File: src/hw/rtl/bni_pkg.sv
`default_nettype none

package bni_pkg;

  // Field widths of one beat
  localparam int ChanW = 6;
  localparam int DataW = 16;

  // Shared compare-subtract unit, wide enough for the square-root remainder
  localparam int SubW = 28;

  // Shared multiplier: table multiplier times a Q7.8 operand
  localparam int MulAw = 32;
  localparam int MulBw = 16;
  localparam int ProdW = MulAw + MulBw;

  // Stream payload widths, zero filled to whole bytes
  localparam int InDataW  = 88;
  localparam int OutDataW = 24;

  // Request kinds carried in s_axis_tuser
  localparam logic ReqLoad   = 1'b0;
  localparam logic ReqSample = 1'b1;

  // Multiplier saturation values
  localparam logic signed [MulAw-1:0] MultMax = 32'sh7FFF_FFFF;
  localparam logic signed [MulAw-1:0] MultMin = 32'sh8000_0000;

  typedef struct packed {
    logic signed [31:0] offset;  // Q15.16
    logic signed [31:0] mult;    // Q15.16
  } tbl_entry_t;

  typedef struct packed {
    logic [SubW-1:0] diff;
    logic            ge;
  } sub_res_t;

endpackage

`default_nettype wire

File: src/hw/rtl/bni_mult.sv
`default_nettype none

// Registered signed multiplier, shared by parameter loads and samples.
module bni_mult import bni_pkg::*; (
  input  logic                    clk_i,
  input  logic                    en_i,
  input  logic signed [MulAw-1:0] a_i,
  input  logic signed [MulBw-1:0] b_i,
  output logic signed [ProdW-1:0] prod_o
);

  logic signed [ProdW-1:0] prod_q;

  always_ff @(posedge clk_i) begin
    if (en_i) begin
      prod_q <= ProdW'(a_i) * ProdW'(b_i);
    end
  end

  assign prod_o = prod_q;

endmodule

`default_nettype wire

File: config.mk
export PLATFORM = sky130hd
export DESIGN_NAME = bni_mult
export DESIGN_NICKNAME = d
export VERILOG_FILES = /design/src/hw/rtl/bni_pkg.sv /design/src/hw/rtl/bni_mult.sv
export SDC_FILE = /design/constraint.sdc
export NUM_CORES = 1
export LEC_CHECK = 0
export ABC_AREA = 0
export BUFFER_PORTS_ARGS = -buffer_cell sky130_fd_sc_hd__buf_2
export CAP_MARGIN = 5
export CORE_AREA = 2 2 192 232
export CTS_CLUSTER_SIZE = 20
export DETAILED_ROUTE_END_ITERATION = 12
export DIE_AREA = 0 0 194 234
export PLACE_DENSITY_LB_ADDON = 0.12
export SYNTH_ARGS = -nofsm -noshare
export SYNTH_HDL_FRONTEND = slang
export SYNTH_SLANG_ARGS = --single-unit
File: constraint.sdc
create_clock -name clk_i -period 5.69 [get_ports clk_i]
set_input_delay 0.2845 -clock clk_i [delete_from_list [all_inputs] [get_ports clk_i]]
set_output_delay 0.2845 -clock clk_i [all_outputs]
set_load 0.01 [all_outputs]
==> metrics.md <==
| Metric | Value |
|---|---|
| WL/cell | `18.0 µm` |
| Async S/R FF share, synth | `0%` |
| Num CTS Buffers | `5` |
| Fillers | `3926` |
| CP Depth | `25` |
| DR iter-0 viols | `475` |
| DIE AREA | `45400 µm²` |
| Post-DRT Antenna Nets | `0` |
| Final net count | `3044` |
| GRT Total Usage | `24.8%` |
| Vias in the first global route | `16425` |
| Most common cell in the netlist | `inv_1` |
| Die Height | `234 µm` |
| Worst Setup Path Type | `primary input to register` |
| Critical path peak fanout | `5` |
| CTS Hold Bufs | `0` |
| Via Count | `14410` |
| Largest cells by area after synthesis | `fa_1 51%, inv_1 11%, edfxtp_1 7.5%` |
| RSZ-0062 raised after global routing | `yes` |
| Gate Count Post-Synth | `2073` |
| Crit-path leading delay family | `adder cells` |
| Required time of the worst setup path | `5780 ps` |
| Yosys reg bits | `48` |
| Min-delay src | `en_i` |
| Std-Cell Rows | `84` |
| CTS tree | `done` |
| Sequential fraction of the synthesis area | `7.49%` |
| Worst Max-Slew Pin Slew | `645 ps` |
| Congestion Overflow GR | `0` |
| Initial antenna violation count | `0` |
| Largest net degree at the start of global routing | `43` |
| Synth top area share | `50.5%` |
| Number of flip-flops in the largest register | `48` |
| CP max-delay cell | `fa_1` |
| Warnings, synthesis | `0` |
| Drt total wl | `53100 µm` |
| Met1 Track Usage GR | `29.9%` |
| Placeable Area | `43300 µm²` |
| Final setup viols | `13` |
| Post-place setup slack | `-1080 ps` |
| Area grow syn2layout | `24.2%` |
| Detailed placement HPWL | `45300 µm` |
| Minimum clock period | `5880 ps` |
| Share of cells above drive strength 1 | `22.5%` |
| Top Usage Layer GRT | `met2` |
| N_diodes | `0` |
| Fmax | `170 MHz` |
| Slowest stage delay, CP | `600 ps` |
| Startpoint Class | `primary input` |
| Netlist cell types | `44` |
| Max-cap violation count | `0` |
| Final WS setup | `-190 ps` |
| RePlAce Congestion | `0.868` |
| Hold Path Depth | `1` |
| Final period util | `103%` |
| Starting density of the core | `44.4%` |
| Pre-antenna DRT Iters | `4` |
| Port-buffer cells | `97` |
| Worst setup EP type | `register` |
| EDFF count, synth | `48` |
| GR met3 Demand/Resource | `2.88%` |
| Clock slew at reported path FFs | `90 ps` |
| Worst path buffer plus inverter count | `9` |
| Post-layout util | `55.2%` |
| Clock Sinks | `48` |
| Worst setup path startpoint | `b_i[8]` |
| DRC | `0` |
| Count of final hold-check violations | `0` |
| Top cells by count, synth | `555 x inv_1, 486 x fa_1, 297 x nand2_1` |
| Die Span X | `194 µm` |
| Hold Path Sink | `prod_o[32]` |
| Final slew viol count | `0` |
| Worst hold path type | `primary input to register` |
| Design area | `23900 µm²` |
| Worst Path Arrival | `5970 ps` |
| Cell Area, Synth | `19200 µm²` |
| H-tree Lvls | `2` |
| Root Driver | `clkbuf_16` |
| Post-synth top area cell | `fa_1` |
| Dpl cell area | `22400 µm²` |
| Vias per cell | `4.88` |
| Met2 Usage GRT | `46.7%` |
| Slew margin rel. | `57.0%` |
| Clock tree buffer depth | `2` |
| Most used cell along the critical path | `fa_1` |
| Mean Syn Cell Area | `9.28 µm²` |
| Synth Flop Type | `edfxtp_1` |
| Synthesized Nets | `2723` |
| Failing checks | `setup timing` |
| Status | `finished, violations left` |
| First-pass GRT wire length | `87300 µm` |
| I/O Pins | `98` |
logic make-up (layout without fill, tap and decap cells):
kind of cell	after synthesis	in the layout	synth area share (%)
adder cells (fa/ha/maj)	600	600	58.0
flip-flops	48	48	7.49
XOR/XNOR	51	51	2.32
AND/OR/NAND/NOR	585	585	14.6
AO/OA/AOI/OAI	143	143	4.99
buffers and inverters	646	968	12.6
metrics by stage:
stage	hold slack [ps]	cells	setup TNS [ps]
finish	270	2954	-1290
global route	256	2954	-3970
CTS	246	2936	-1170
detailed placement	608	2912	-21740
global placement	597	2912	-20880
floorplan	397	2073	-68.9
layout make-up:
type                    count  area, µm²  share of cell area, %
clock buffers               5        125                  0.523
clock inverters             3       22.5                 0.0942
inverters                 556       2090                   8.76
multi-input cells        1379      16100                   67.4
flip-flops and latches     48       1440                   6.03
well taps                 559        699                   2.93
repair buffers            404       3410                   14.3
layer usage:
metal / wire length, µm / part of all wire (%) / vias up
li1: - / - / 6623
met1: 20900 / 39 / 7459
met2: 28700 / 54 / 245
met3: 1910 / 3.6 / 83
met4: 1550 / 2.9 / 0
met5: 0 / 0 / -
cells in the final DEF (no fill, tap or decap), drive strengths merged, types with 6 or more instances in the layout:
cell type | synthesis | routed
a21o | 28 | 28
a21oi | 44 | 44
and2 | 203 | 203
and3 | 6 | 6
buf | 1 | 395
clkbuf | 89 | 13
edfxtp | 48 | 48
fa | 486 | 486
ha | 114 | 114
inv | 555 | 556
nand2 | 297 | 297
nand2b | 9 | 9
nand3 | 10 | 10
nand4 | 8 | 8
nor2 | 36 | 36
o21ai | 26 | 26
o21bai | 10 | 10
xnor2 | 40 | 40
xor2 | 11 | 11
what timing repair did:
action | CTS | global route
gates cloned | 2 | 3
buffers inserted | 15 | 17
pin swaps | 49 | 64
endpoints found under the setup margin | 25 | 25
gates resized for setup | 150 | 105
worst max-delay path by stage:
stage	end
2_1_floorplan	prod_o[46]
3_3_place_gp	prod_o[46]
3_5_place_dp	prod_o[46]
4_1_cts	prod_o[46]
5_1_grt	prod_o[47]
6_report	prod_o[45]
Power is left out: the tool's default activity adds up to more than one toggle a clock period on the data nets, which glitch-free logic cannot reach.
