## src/hw/rtl/bni_pkg.sv

```systemverilog
`default_nettype none

package bni_pkg;

  // Field widths of one beat
  localparam int ChanW = 6;
  localparam int DataW = 16;

  // Shared compare-subtract unit, wide enough for the square-root remainder
  localparam int SubW = 28;

  // Shared multiplier: table multiplier times a Q7.8 operand
  localparam int MulAw = 32;
  localparam int MulBw = 16;
  localparam int ProdW = MulAw + MulBw;

  // Stream payload widths, zero filled to whole bytes
  localparam int InDataW  = 88;
  localparam int OutDataW = 24;

  // Request kinds carried in s_axis_tuser
  localparam logic ReqLoad   = 1'b0;
  localparam logic ReqSample = 1'b1;

  // Multiplier saturation values
  localparam logic signed [MulAw-1:0] MultMax = 32'sh7FFF_FFFF;
  localparam logic signed [MulAw-1:0] MultMin = 32'sh8000_0000;

  typedef struct packed {
    logic signed [31:0] offset;  // Q15.16
    logic signed [31:0] mult;    // Q15.16
  } tbl_entry_t;

  typedef struct packed {
    logic [SubW-1:0] diff;
    logic            ge;
  } sub_res_t;

endpackage

`default_nettype wire

```

## src/hw/rtl/bni_cmp_sub.sv

```systemverilog
`default_nettype none

// Compare and subtract: one restoring step of the root or the divide.
module bni_cmp_sub import bni_pkg::*; (
  input  logic [SubW-1:0] a_i,
  input  logic [SubW-1:0] b_i,
  output sub_res_t        res_o
);

  logic [SubW:0] diff;

  assign diff       = {1'b0, a_i} - {1'b0, b_i};
  assign res_o.diff = diff[SubW-1:0];
  assign res_o.ge   = ~diff[SubW];

endmodule

`default_nettype wire

```

## config.mk

```make
export PLATFORM = sky130hd
export DESIGN_NAME = bni_cmp_sub
export DESIGN_NICKNAME = d
export VERILOG_FILES = /design/src/hw/rtl/bni_pkg.sv /design/src/hw/rtl/bni_cmp_sub.sv
export SDC_FILE = /design/constraint.sdc
export NUM_CORES = 1
export LEC_CHECK = 0
export BUFFER_PORTS_ARGS = -buffer_cell sky130_fd_sc_hd__buf_2
export CORE_MARGIN = 1.5
export CORE_UTILIZATION = 25
export DETAILED_ROUTE_END_ITERATION = 8
export GPL_ROUTABILITY_DRIVEN = 0
export PLACE_DENSITY = 0.55
export SLEW_MARGIN = 20
export SYNTH_ARGS = -nofsm -noshare
export SYNTH_HDL_FRONTEND = slang
export SYNTH_SLANG_ARGS = --single-unit
```

## constraint.sdc

```tcl
create_clock -name vclk -period 3.2
set_input_delay 0.48 -clock vclk [all_inputs]
set_output_delay 0.48 -clock vclk [all_outputs]
set_load 0.02 [all_outputs]
```

==> flow_metrics.tcl, run 1 <==
set metrics [dict create \
    fin_hold_ws_ns 1.33 \
    io_buffer_count 85 \
    worstHoldStart "b_i[0]" \
    relSlewSlack_pct 70.2 \
    crit_type "in -> out" \
    slowest_delay_ns 0.42 \
    die_height_um 81.6 \
    routed-via-count 1869 \
    critical_path_buf_inv_count 3 \
    vdd_ir_drop_max_v 0.0000805 \
    power_leakage_nw 1.23 \
    timing.critical_path.max_delay_family "compound AO/OA/AOI/OAI gates" \
    wire_length_of_the_first_global_routing_pass_mm 7.30 \
    grt_start_max_net_pins 9 \
    startpoint_type "primary input" \
    grt_pass1_vias 1718 \
    fin_crit_sh_pct 98.5 \
    pre_cts_ws_ns -0.215 \
    critical_path_arrival_ns 2.67 \
    antenna_found_initial 0 \
    placedCellCount 393 \
    area_growth_syn_to_layout_pct 45.1 \
    final_antenna_net_count 0 \
    final_count_of_hold_timing_violations 0 \
    drt_pre_antenna_iters 4 \
    final_layout_size_suffix_gt1_share_pct 36.7 \
    drt-vias-per-instance 4.74 \
    mostFrequentLayoutCells "sky130_fd_sc_hd__buf_2, sky130_fd_sc_hd__inv_1, sky130_fd_sc_hd__ha_1" \
    maxCapViolCount 0 \
    drc 0 \
    utilization_pct 37.6 \
    period_minus_slack_ns 3.15 \
    dieArea_um2 6660 \
    wl_per_cell_um 11.6 \
    rows 28 \
    critical_path.startpoint "a_i[0]" \
    cp_cell_sequence "buf_6 > inv_4 > ha_4 > fa_2 > nand2b_4 > a21oi_4 > a2111oi_4 > o31a_1 > a2111o_1 > o21ai_2 > a221o_1 > buf_6" \
    count_of_placed_standard_cells_in_the_final_layout_fillers_left_out 394 \
    power_density_nw_per_um2 262 \
    synth_cell_area_um2 1540 \
    routed_wirelength_mm 4.59 \
    nFlopsAndLatches 0 \
    global_route.overflow_total 0 \
    timing.critical_path.required_ns 2.72 \
    clkbuf_count 0 \
    finalMaxSlewViolations 0 \
    antenna_cells 0 \
    timing.fmax_ghz 0.317 \
    path_max_fanout 2 \
    finalWorstSetupSlack_ns 0.0488 \
    worst_slew_pin_slew_ns 0.443 \
    layout_commonest_cell "sky130_fd_sc_hd__buf_2" \
    fp.dieW_um 81.6 \
    area_occupied_by_registers_um2 0 \
    crit_slowest_cell "sky130_fd_sc_hd__a2111o_1" \
    synthesis.area_per_instance_um2 6.86 \
    hold_class "in -> out" \
    synthesized_netlist_net_count 310 \
    worstSetupEndpointType "output port" \
    dp.final_hpwl_mm 3.91 \
    postSynthCellCount 225 \
    setup_total_negative_slack_ns 0 \
    synth_sequential_area_ratio_pct 0 \
    floorplan.initialDensity_pct 25.9 \
    top_level_ports 85 \
    n_fill_cell 669 \
    critPathMostFrequentCell "sky130_fd_sc_hd__buf_6" \
    status "finished clean" \
    finalSetupViolations 0 \
    grt_util_all_layers_pct 13.2 \
    drt-initial-drc-count 47 \
    num-nets-final 406 \
    rsz_0062_raised_after_global_routing "true" \
    yosys_warnings 0 \
    post_synth_num_cell_types 45 \
    core_area_um2 5960 \
]
[per-layer routing]
layer | routed length, um | part of all wire, % | track usage [%] | vias to the layer above
met5 | 0 | 0 | 0 | -
li1 | - | - | - | 996
met4 | 0 | 0 | 0 | 0
met2 | 2130 | 46 | 24.0 | 48
met1 | 2230 | 49 | 18.4 | 825
met3 | 229 | 5.0 | 0.333 | 0
[tightest hold or removal path: cells and delay by family]
family,cells,cell delay [ns]
fa+ha+maj,1,0.12
buf+inv,3,0.25
[power breakdown]
part	internal [W]	switching, W
Combinational	0.000248	0.000339
Sequential	0	0
Clock	0	0
[layout make-up]
class | count | area (um2) | area share [%]
multi-input combinational | 185 | 1450 | 64.9
timing repair buffer | 100 | 563 | 25.1
tap | 75 | 93.8 | 4.19
inverter | 34 | 130 | 5.81
[what timing repair did]
item                       in CTS  in global routing
buffers inserted                0                  1
gates resized for setup        10                  6
pin swaps                       8                  2
setup endpoints to repair       5                  4
hold buffers                    0                  0
[per-stage QoR]
step | total power, W | cell area, um2
4_1_cts | 0.000578 | 2210
3_5_place_dp | 0.000565 | 2150
5_1_grt | 0.000647 | 2240
2_1_floorplan | 0.000376 | 1550
6_report | 0.000587 | 2240
3_3_place_gp | 0.000562 | 2150
[worst paths after layout]
kind | end | slack (ns) | depth (start not counted)
min | res_o[1] | 1.33 | 4
max | res_o[0] | 0.05 | 12
[cells by family (layout without fill, tap and decap cells)]
family	Yosys count	in the layout	synth area share, %
adder cells (fa/ha/maj)	29	29	24.0
AO/OA/AOI/OAI	83	83	35.8
XOR/XNOR	26	26	14.7
AND/OR/NAND/NOR	47	47	15.7
buffers and inverters	40	134	9.72
[Yosys cell counts (2+ instances only)]
cell | count | area [um2]
sky130_fd_sc_hd__nand3_1 | 3 | 15.0
sky130_fd_sc_hd__a31oi_1 | 4 | 25.0
sky130_fd_sc_hd__nor2_1 | 7 | 26.3
sky130_fd_sc_hd__o31a_1 | 3 | 26.3
sky130_fd_sc_hd__and4_1 | 2 | 17.5
sky130_fd_sc_hd__o21ai_0 | 10 | 50.1
sky130_fd_sc_hd__xor2_1 | 12 | 105
sky130_fd_sc_hd__o21bai_1 | 4 | 30.0
sky130_fd_sc_hd__o21ai_1 | 5 | 25.0
sky130_fd_sc_hd__a21o_1 | 10 | 75.1
sky130_fd_sc_hd__ha_1 | 28 | 350
sky130_fd_sc_hd__a21oi_1 | 28 | 140
sky130_fd_sc_hd__a211oi_1 | 3 | 22.5
sky130_fd_sc_hd__clkbuf_1 | 6 | 22.5
sky130_fd_sc_hd__nand4_1 | 5 | 31.3
sky130_fd_sc_hd__nand2_1 | 20 | 75.1
sky130_fd_sc_hd__xnor2_1 | 14 | 123
sky130_fd_sc_hd__inv_1 | 34 | 128
Power figures use the tool's default switching activity.
==> run 2: changes to the inputs <==
==> constraint.sdc (replaced) <==
create_clock -name vclk -period 3.2
set_input_delay 0.8 -clock vclk [all_inputs]
set_output_delay 0.8 -clock vclk [all_outputs]
set_load 0.02 [all_outputs]
==> flow_metrics.tcl, run 2 (same netlist as run 1, synthesis figures left out) <==
set metrics [dict create \
    area_occupied_by_registers_um2 0 \
    worstHoldStart "b_i[0]" \
    routed_wirelength_mm 5.29 \
    floorplan.initialDensity_pct 25.9 \
    count_of_placed_standard_cells_in_the_final_layout_fillers_left_out 459 \
    setup_total_negative_slack_ns -6.10 \
    top_layer "met3" \
    num-nets-final 471 \
    finalWorstSetupSlack_ns -0.621 \
    top_level_ports 85 \
    wl_per_cell_um 11.5 \
    placedCellCount 452 \
    failed_checks "negative setup slack" \
    drt-vias-per-instance 4.66 \
    vdd_ir_drop_max_v 0.000107 \
    hold_class "in -> out" \
    fin_area_um2 3170 \
    critical_path.startpoint "a_i[0]" \
    core_area_um2 5960 \
    n_fill_cell 571 \
    final_layout_size_suffix_gt1_share_pct 58.6 \
    route.layer.met1.wl_mm 2.46 \
    mostFrequentLayoutCells "sky130_fd_sc_hd__buf_4, sky130_fd_sc_hd__buf_2, sky130_fd_sc_hd__inv_1" \
    fin_crit_sh_pct 119 \
    path_max_fanout 2 \
    status "finished, violations left" \
    fp.dieW_um 81.6 \
    cts_hold_repair.buffers 0 \
    wl_met2_mm 2.72 \
    crit_type "in -> out" \
    grt_start_max_net_pins 7 \
    startpoint_type "primary input" \
    area_growth_syn_to_layout_pct 105 \
    min_delay_worst_endpoint "res_o[1]" \
    rows 28 \
    die_height_um 81.6 \
    finalMaxSlewViolations 0 \
    antenna_found_initial 0 \
    rsz_0062_raised_after_global_routing "true" \
    antenna_cells 0 \
    grt_pass1_vias 1882 \
    wire_length_of_the_first_global_routing_pass_mm 8.00 \
    timing.critical_path.required_ns 2.40 \
    final_count_of_hold_timing_violations 0 \
    drt-initial-drc-count 80 \
    drc 0 \
    final_antenna_net_count 0 \
    worstSetupEndpointType "output port" \
    placed_area_um2 2750 \
    relSlewSlack_pct 73.8 \
    total_power_w 0.000834 \
    holdPathStages 4 \
    routed-via-count 2140 \
    dieArea_um2 6660 \
    cp_cell_sequence "buf_8 > inv_8 > ha_4 > fa_2 > nand2b_4 > a21oi_4 > a2111oi_4 > o31a_1 > a2111o_1 > o21ai_4 > a221o_1 > buf_6" \
    pre_cts_ws_ns -0.741 \
    period_minus_slack_ns 3.82 \
    worst_slew_pin_slew_ns 0.390 \
    critical_path_arrival_ns 3.02 \
    finalSetupViolations 22 \
    maxCapViolCount 0 \
    power_leakage_nw 1.66 \
    dp.final_hpwl_mm 4.45 \
    grt_util_all_layers_pct 14.6 \
    crit_slowest_cell "sky130_fd_sc_hd__a2111o_1" \
    timing.fmax_ghz 0.262 \
    slowest_delay_ns 0.43 \
    global_route.overflow_total 0 \
    power_density_nw_per_um2 263 \
    routed-wl-met3_um 105 \
    nFlopsAndLatches 0 \
    clkbuf_count 0 \
    drt_pre_antenna_iters 4 \
    layout_commonest_cell "sky130_fd_sc_hd__buf_4" \
    io_buffer_count 85 \
]
==> run 2: cell types whose count changed in the layout (fill, tap and decap cells not counted), moves of 6 or more <==
cell / before / now
sky130_fd_sc_hd__buf_2: 81 / 60
sky130_fd_sc_hd__buf_4: 15 / 92
sky130_fd_sc_hd__a21oi_1: 26 / 18
sky130_fd_sc_hd__ha_4: 1 / 7
sky130_fd_sc_hd__ha_1: 27 / 21
sky130_fd_sc_hd__buf_6: 4 / 12
==> run 2: stage by stage <==
step	hold WS (ns)	util, %
3_3_place_gp	1.99	46.2
6_report	1.95	53.2
5_1_grt	1.96	53.2
2_1_floorplan	1.78	-
4_1_cts	1.95	49.6
3_5_place_dp	1.99	46.2
==> run 2: final cells by class <==
type | count | area (um2) | area share, %
multi-input cells | 185 | 1800 | 56.8
inverters | 34 | 135 | 4.27
well taps | 75 | 93.8 | 2.96
repair buffers | 165 | 1140 | 36.0
==> run 2: report_power, final <==
part	total (W)	internal (W)	leakage, nW	switching [W]
sequential	0	0	0	0
combinational	0.000834	0.000422	1.66	0.000413
clock	0	0	0	0
==> run 2: critical path, delay by kind of cell <==
| kind | cells | cell delay (ns) |
|---|---|---|
| AOI/OAI and AO/OA | 6 | 1.32 |
| adders and majority gates | 2 | 0.50 |
| buffers and inverters | 3 | 0.24 |
| and+or+nand+nor | 1 | 0.16 |
==> run 2: repair_timing <==
action	CTS	global route
setup buffers	5	3
resized for setup	42	39
pin swaps	20	18
endpoints found under the setup margin	22	23
==> run 2: layer usage <==
layer	vias to the layer above	track usage, %
li1	1122	-
met1	987	20.4
met2	31	26.5
met3	0	0
met4	0	0
met5	-	0
==> run 2: worst max-delay path by stage <==
stage	endpoint	slack, ns
final	res_o[0]	-0.62
after global routing	res_o[0]	-0.73
after CTS	res_o[0]	-0.62
after detailed placement	res_o[0]	-0.74
after global placement	res_o[0]	-0.70
after floorplan	res_o[0]	-0.43
